===== config.mk =====
export PLATFORM = sky130hd
export DESIGN_NAME = sacm_ram
export DESIGN_NICKNAME = d
export VERILOG_FILES = /design/src/hw/rtl/sacm_ram.sv
export SDC_FILE = /design/constraint.sdc
export NUM_CORES = 1
export LEC_CHECK = 0
export BUFFER_PORTS_ARGS = -buffer_cell sky130_fd_sc_hd__buf_2
export CAP_MARGIN = 15
export CORE_MARGIN = 1.5
export CORE_UTILIZATION = 45
export CTS_CLUSTER_SIZE = 30
export DETAILED_ROUTE_END_ITERATION = 16
export GPL_ROUTABILITY_DRIVEN = 0
export PLACE_DENSITY = 0.68
export SYNTH_ARGS = -nofsm -noshare
export SYNTH_HDL_FRONTEND = slang
export SYNTH_SLANG_ARGS = --single-unit
export TNS_END_PERCENT = 10

===== constraint.sdc =====
create_clock -name i_clk -period 1.95 [get_ports i_clk]
set_input_delay 0.195 -clock i_clk [delete_from_list [all_inputs] [get_ports i_clk]]
set_output_delay 0.195 -clock i_clk [all_outputs]
set_load 0.01 [all_outputs]

===== src/hw/rtl/sacm_ram.sv =====
// Generic single-port-write, registered-read RAM.
`timescale 1ns / 1ps
module sacm_ram #(
    parameter int WIDTH = 8,
    parameter int DEPTH = 16
) (
    input  logic                     i_clk,
    input  logic                     i_we,
    input  logic [$clog2(DEPTH)-1:0] i_waddr,
    input  logic [WIDTH-1:0]         i_wdata,
    input  logic                     i_re,
    input  logic [$clog2(DEPTH)-1:0] i_raddr,
    output logic [WIDTH-1:0]         o_rdata
);
    logic [WIDTH-1:0] r_mem [DEPTH];
    logic [WIDTH-1:0] r_rdata;

    always_ff @(posedge i_clk) begin
        if (i_we) begin
            r_mem[i_waddr] <= i_wdata;
        end
        if (i_re) begin
            r_rdata <= r_mem[i_raddr];
        end
    end

    assign o_rdata = r_rdata;
endmodule


## After elaboration in Yosys (flattened, before gate mapping)

Memories as Yosys holds them, arrays and structs flattened. A register that Yosys moved wholly into a read port is not among the register bits.
Index checks and enable logic that the tools add are counted.

| storage, ports and cells | value |
|---|---|
| flip-flop bits (word level) | 0 |
| memory bits (writable) | 128 |
| output and inout bits | 8 |
| memories kept | 1 |

| operators by class | value |
|---|---|
| mux-type cells | 2 |

Memory list:

| name | depth | width | rd ports | clocked after memory_dff | write ports | RTL line | RTL |
|---|---|---|---|---|---|---|---|
| r_mem | 16 | 8 | 1 | 1 | 1 | 15 | `logic [WIDTH-1:0] r_mem [DEPTH];` |

Operator list:

| cell | count |
|---|---|
| 1-bit 2-to-1 mux | 2 |

## Longest topological paths before layout

Gate-level depths: netlist (run 1).

| depth | value |
|---|---|
| depth in word-level cells | 2 |
| mapped depth | 5 |
| gate-level depth less buffers | 3 |

## Worst setup path after synthesis (run 1)

No wires, ideal clock.

| timing path | value |
|---|---|
| path type | input-to-reg |
| start point | input i_waddr[2] |
| end point | memory r_mem[0][0], enable pin |
| setup time | 383 ps |
| data arrival time | 1305 ps |
| data required time | 1567 ps |
| path slack | 262 ps |
| stages | 2 |
| buffers on the path | 0 |
| path through | or3b_2 -> nor3_1 |

RTL lines:

| element | RTL line | RTL |
|---|---|---|
| start: declaration | 9 | `input logic [$clog2(DEPTH)-1:0] i_waddr,` |
| end: declaration | 15 |  |

Straight into the memory's write port.

==> results of run 1 <==
==> logic make-up (layout without fill, tap and decap cells) <==
group	count (synthesis)	count (layout)	share of synthesized area [%]
AOI/OAI and AO/OA	16	16	2.298
muxes	32	32	14.79
DFF	136	136	78.12
buffers and inverters	10	77	1.651
and+or+nand+nor	35	35	3.136
==> metrics by stage <==
step	setup slack, ps	util, %	instances
after global placement	155.3	49.54	409
after detailed placement	138.9	49.54	409
after floorplan	262.1	-	229
final	418.3	54.25	439
after CTS	410.2	54.25	439
after global routing	353.6	54.25	439
==> worst max-delay path, stage by stage (launching register included) <==
cell and delay [ps]:
edfxtp_1 360, mux4_1 510, a22oi_1 260, nand2_1 130
==> path summary, 6_finish.rpt <==
check	from	endpoint	slack, ps	cells after the start
worst min register to register	r_mem[5][2]	o_rdata[2]	740	3
worst max register to register	r_mem[1][0]	o_rdata[0]	420	3
worst max-delay path	r_mem[1][0]	o_rdata[0]	420	3
worst min-delay path	i_re	o_rdata[4]	160	1
==> power breakdown <==
group	total, mW	switching [mW]	internal, mW
registers	3.31	0.0190	3.30
logic	0.301	0.170	0.131
clock network	2.84	1.12	1.72
total	6.46	1.31	5.15
==> Yosys cell counts (all sizes together) <==
| library cell | count | area [um2] |
|---|---|---|
| edfxtp | 136 | 4084 |
| mux4 | 32 | 773.2 |
| a22oi | 16 | 120.1 |
| nor2 | 13 | 48.80 |
| nand2 | 9 | 33.78 |
| buf | 7 | 56.30 |
| nor3 | 4 | 20.02 |
| clkdlybuf4s25 | 3 | 30.03 |
| nand2b | 2 | 12.51 |
| nand3b | 2 | 15.01 |
| and2 | 1 | 6.260 |
| and2b | 1 | 7.510 |
| nand3 | 1 | 5.000 |
| nor2b | 1 | 6.260 |
| or3b | 1 | 8.760 |
==> per-layer routing <==
layer	GRT usage, %	routed length [um]	share of wire, %	vias up
li1	-	-	-	1092
met3	5.358	462	4.7	4
met5	0	0	0	-
met1	21.88	4200	43	1288
met2	27.61	4994	51	72
met4	5.641	70	0.72	0
==> layout make-up <==
| class | instances | area share [%] |
|---|---|---|
| Tap cell | 143 | 2.901 |
| Multi-Input combinational cell | 83 | 17.14 |
| Clock buffer | 17 | 6.897 |
| Clock inverter | 13 | 1.785 |
| Timing Repair Buffer | 47 | 5.071 |
| Sequential cell | 136 | 66.21 |
==> registers in the layout (all words and copies together), names as in the netlist <==
register,flops
o_rdata,8
r_mem,128
==> cell usage in the layout, fill, tap and decap left out <==
cell type / n
a22oi_1: 16
and2b_1: 1
or3b_2: 1
bufinv_16: 1
and2_1: 1
nand3_1: 1
nor2b_1: 1
clkbuf_16: 17
clkinv_1: 2
clkinv_4: 4
edfxtp_1: 136
nand2_1: 9
nor3_1: 4
mux4_1: 14
buf_2: 26
clkinv_2: 3
nor2_1: 13
nand2b_1: 2
mux4_2: 18
nand3b_1: 2
buf_12: 2
buf_4: 19
clkinvlp_4: 3
==> run_results.csv, run 1 <==
group,metric,value,unit
outcome,status,"completed",
final_layout,fillers,855,
sta,relSlewSlack,50.76,%
synthesis,synth-seq-area-share,78.12,%
placement,io_buffer_count,26,
clocking,numCtsBuffers,17,
critical_path,arrival,1660,ps
floorplan,start_util,45.98,%
clocking,post_cts_resized,0,
critical_path,path_max_fanout,1,
synthesis,yosys_warnings,0,
floorplan,io_pins,27,
sta,finalHoldViolations,0,
sta,rsz0062_at_grt,"false",
sta,period_needed,1532,ps
final_layout,regArea,4084,um2
power,peakVddDrop,0.5921,mV
run,drv_cap,0,
detailed_routing,initialDrtViolationCount,206,
global_route,antenna_found_initial,0,
sta,setup_viol,0,
critical_path,timing_worst_setup_path_type,"reg2reg",
placement,hpwl,6023,um
floorplan,die_height,110.8,um
sta,finClkSkew,13.55,ps
detailed_routing,via_per_inst,5.595,
sta,worst_pin_slew,737.1,ps
clocking,clk_pin_slew,60,ps
floorplan,core,11370,um2
clocking,cts_setup_buffers,0,
final_layout,nets,304,
synthesis,synth.distinct_cells,18,
detailed_routing,via_count,2456,
floorplan,rows,39,
critical_path,cp-start-kind,"register",
synthesis,synth_cells,229,
clocking,insertion_delay,410,ps
sta,holdWs,164.2,ps
global_route,grt_pass1_wl,14750,um
clocking,cts_hold_buf,0,
detailed_routing,ant_nets,0,
detailed_routing,routed_wirelength,9728,um
sta,slew_violations,0,
sta,period_share,78.55,%
sta,fmax,0.6529,GHz
critical_path,end_kind,"register",
final_layout,final_area,6168,um2
floorplan,dieArea,12270,um2
synthesis,synth_area,5228,um2
clocking,tritoncts,"done",
floorplan,die_w,110.8,um
synthesis,syn_avg_cell_area,22.83,um2
clocking,cts.sinks,136,
power,power.total,6.459,mW
global_route,grt-ovfl-total,0,
detailed_routing,first_pass_iters,4,
detailed_routing,wl_per_cell,22.16,um
global_route,grt_max_degree,19,
placement,placed_area,5633,um2
final_layout,layout-drive-gt1-share,31.76,%
synthesis,synth_nets,248,
power,p_leak,2.085,nW
clocking,clockBufferDepth,2,
global_route,grtUsageTotal,16.98,%
critical_path,required,2080,ps
synthesis,ys_seq_elements,136,
final_layout,antenna-diode-count,0,
clocking,h-tree-depth,4,
final_layout,area_growth,18.00,%
clocking,cts_root_buf,"clkbuf_16",
final_layout,multiInputGateArea,1057,um2
sta,tns,0,ps
power,p_per_area,1047,nW/um2
detailed_routing,drcViolationCount,0,
worst_hold_path,hold_class,"in2reg",
global_route,grt_pass1_vias,2542,
Note: power is estimated with default switching activity, not from simulation.
==> run 2: changes to the inputs <==
--- a/config.mk
+++ b/config.mk
@@ -5,6 +5,7 @@
 export SDC_FILE = /design/constraint.sdc
 export NUM_CORES = 1
 export LEC_CHECK = 0
+export ABC_AREA = 1
 export BUFFER_PORTS_ARGS = -buffer_cell sky130_fd_sc_hd__buf_2
 export CAP_MARGIN = 15
 export CORE_MARGIN = 1.5
@@ -12,7 +13,7 @@
 export CTS_CLUSTER_SIZE = 30
 export DETAILED_ROUTE_END_ITERATION = 16
 export GPL_ROUTABILITY_DRIVEN = 0
-export PLACE_DENSITY = 0.68
+export PLACE_DENSITY = 0.67
 export SYNTH_ARGS = -nofsm -noshare
 export SYNTH_HDL_FRONTEND = slang
 export SYNTH_SLANG_ARGS = --single-unit
==> constraint.sdc (replaced) <==
create_clock -name i_clk -period 1.5 [get_ports i_clk]
set_input_delay 0.15 -clock i_clk [delete_from_list [all_inputs] [get_ports i_clk]]
set_output_delay 0.15 -clock i_clk [all_outputs]
set_load 0.01 [all_outputs]
==> run_results.csv, run 2 <==
group,metric,value,unit
outcome,status,"completed",
placement,placed_area,6228,um2
floorplan,die_height,117.0,um
critical_path,cpMaxStageDelayCell,"edfxtp_1",
clocking,post_cts_resized,0,
floorplan,die_w,117.0,um
sta,finClkSkew,9.579,ps
clocking,cts_setup_buffers,0,
placement,io_buffer_count,26,
power,peakVddDrop,0.5656,mV
synthesis,synth.most_common_cell,"nand2_1",
power,p_per_area,1309,nW/um2
run,drv_cap,0,
sta,slew_violations,0,
synthesis,synth-seq-area-share,69.85,%
synthesis,yosysTopAreaCellShare,69.85,%
detailed_routing,drcViolationCount,0,
synthesis,yosys_warnings,0,
critical_path,path_max_fanout,1,
final_layout,final_util,53.77,%
critical_path,slowest_delay,430,ps
critical_path,reg2regPathDepth,6,
worst_hold_path,hold_class,"in2reg",
sta,period_share,77.98,%
critical_path,cp-start-kind,"register",
floorplan,io_pins,27,
clocking,clockBufferDepth,2,
clocking,cts_hold_buf,0,
synthesis,ys_seq_elements,136,
synthesis,yosys.area.top_type,"edfxtp_1",
synthesis,yosys-top-cells-area,"edfxtp_1 (70%), nand2_1 (11%), nand3_1 (8.3%)",
critical_path,r2r_slack,370,ps
clocking,cts_root_buf,"clkbuf_16",
synthesis,async_flop_share,0,%
final_layout,antenna-diode-count,0,
worst_hold_path,worstHoldStart,"i_re",
sta,fmax,0.8549,GHz
detailed_routing,initialDrtViolationCount,392,
global_route,grt_pass1_vias,3783,
synthesis,synth_cells,551,
final_layout,fin_cells,779,
synthesis,syn_avg_cell_area,10.61,um2
critical_path,worst_r2r_endpoint,"o_rdata[5]",
detailed_routing,via_count,3877,
sta,setup_viol,0,
clocking,tritoncts,"done",
critical_path,path_cells,"buf_2",
sta,tns,0,ps
floorplan,dieArea,13690,um2
critical_path,r2r_start,"r_mem[11][5]",
critical_path,timing_worst_setup_path_type,"reg2out",
detailed_routing,routed_wirelength,12870,um
critical_path,arrival,1020,ps
critical_path,crit_buf_inv,1,
global_route,grt_max_degree,65,
power,p_leak,2.942,nW
detailed_routing,via_per_inst,4.977,
global_route,antenna_found_initial,0,
final_layout,area_growth,16.52,%
global_route,grt_pass1_wl,19870,um
final_layout,layout-drive-gt1-share,13.18,%
final_layout,layout_common_cells,"nand2_1 (173), edfxtp_1 (136), inv_1 (100), nand3_1 (97), buf_2 (26)",
global_route,grtUsageTotal,20.45,%
synthesis,synthFlopType,"edfxtp_1",
final_layout,mostFrequentLayoutCell,"nand2_1",
sta,period_needed,1170,ps
global_route,grt-ovfl-total,0,
critical_path,required,1350,ps
worst_hold_path,min_path_cells,1,
floorplan,start_util,46.14,%
final_layout,final_area,6813,um2
final_layout,nets,613,
worst_hold_path,hold_path_end,"o_rdata[3]",
sta,worst_pin_slew,622.7,ps
final_layout,regMostFlops,"r_mem",
clocking,numCtsBuffers,17,
final_layout,largest_register_ffs,128,
detailed_routing,wl_per_cell,16.53,um
floorplan,core,12670,um2
sta,rsz0062_at_grt,"false",
synthesis,synth_area,5847,um2
synthesis,synth_edf_count,136,
sta,relSlewSlack,58.42,%
clocking,h-tree-depth,4,
detailed_routing,first_pass_iters,5,
placement,dp_cells,747,
clocking,cts.sinks,136,
critical_path,end_kind,"output port",
clocking,insertion_delay,420,ps
sta,finalHoldViolations,0,
placement,hpwl,7796,um
floorplan,rows,41,
synthesis,ys_top_cells_by_count,"nand2_1 (173), edfxtp_1 (136), inv_1 (100), nand3_1 (97), nor2_1 (17)",
synthesis,synth.distinct_cells,11,
detailed_routing,ant_nets,0,
clocking,clk_pin_slew,60,ps
critical_path,cpLargestDelayFamily,"flip-flops",
synthesis,synth_nets,570,
-- run 2: cells by family after synthesis --
| kind of cell | synth area share [%] |
|---|---|
| and+or+nand+nor | 20.76 |
| buffers and inverters | 9.394 |
| DFF | 69.85 |
-- run 2: layout make-up --
| cell class | instances | area, um2 |
|---|---|---|
| Timing Repair Buffer | 48 | 332.8 |
| Fill cell | 1070 | 5858 |
| Sequential cell | 136 | 4084 |
| Multi-Input combinational cell | 289 | 1214 |
| Clock buffer | 17 | 425.4 |
| Inverter | 102 | 382.9 |
| Clock inverter | 15 | 158.9 |
| Tap cell | 172 | 215.2 |
-- run 2: stage by stage --
stage	total power [mW]	setup slack (ps)	hold WS, ps
5_1_grt	9.198	286.9	100.6
4_1_cts	8.962	319.5	105.9
3_5_place_dp	4.903	153.5	538.3
3_3_place_gp	4.893	145.2	540.2
6_report	8.920	330.3	109.3
2_1_floorplan	4.689	399.2	248.9
-- run 2: worst register-to-register path: stages, from the launching register on --
cell and delay [ps]:
edfxtp_1 370, inv_1 60, nand2_1 40, nand3_1 110, nand3_1 90, nand3_1 140, nand2_1 60
-- run 2: where the power goes --
part	switching, mW	internal (mW)
logic	0.363	0.157
registers	0.0250	4.28
clock network	1.51	2.58
-- run 2: metal layers --
| layer | vias up | share of wire (%) | track usage (%) |
|---|---|---|---|
| li1 | 1863 | - | - |
| met1 | 1819 | 43 | 27.01 |
| met5 | - | 0 | 0 |
| met4 | 0 | 2.6 | 10.52 |
| met3 | 23 | 7.5 | 5.355 |
| met2 | 172 | 47 | 31.46 |
-- run 2: how the worst max path moves through the flow --
stage,startpoint,to,slack [ps],cells after the start
after floorplan,i_waddr[2],r_mem[10][0],400,2
after global placement,i_raddr[1],o_rdata[1],150,6
after detailed placement,i_raddr[1],o_rdata[0],150,6
after CTS,o_rdata[5],o_rdata[5],320,1
after global routing,r_mem[1][3],o_rdata[3],290,6
final,o_rdata[4],o_rdata[4],330,1
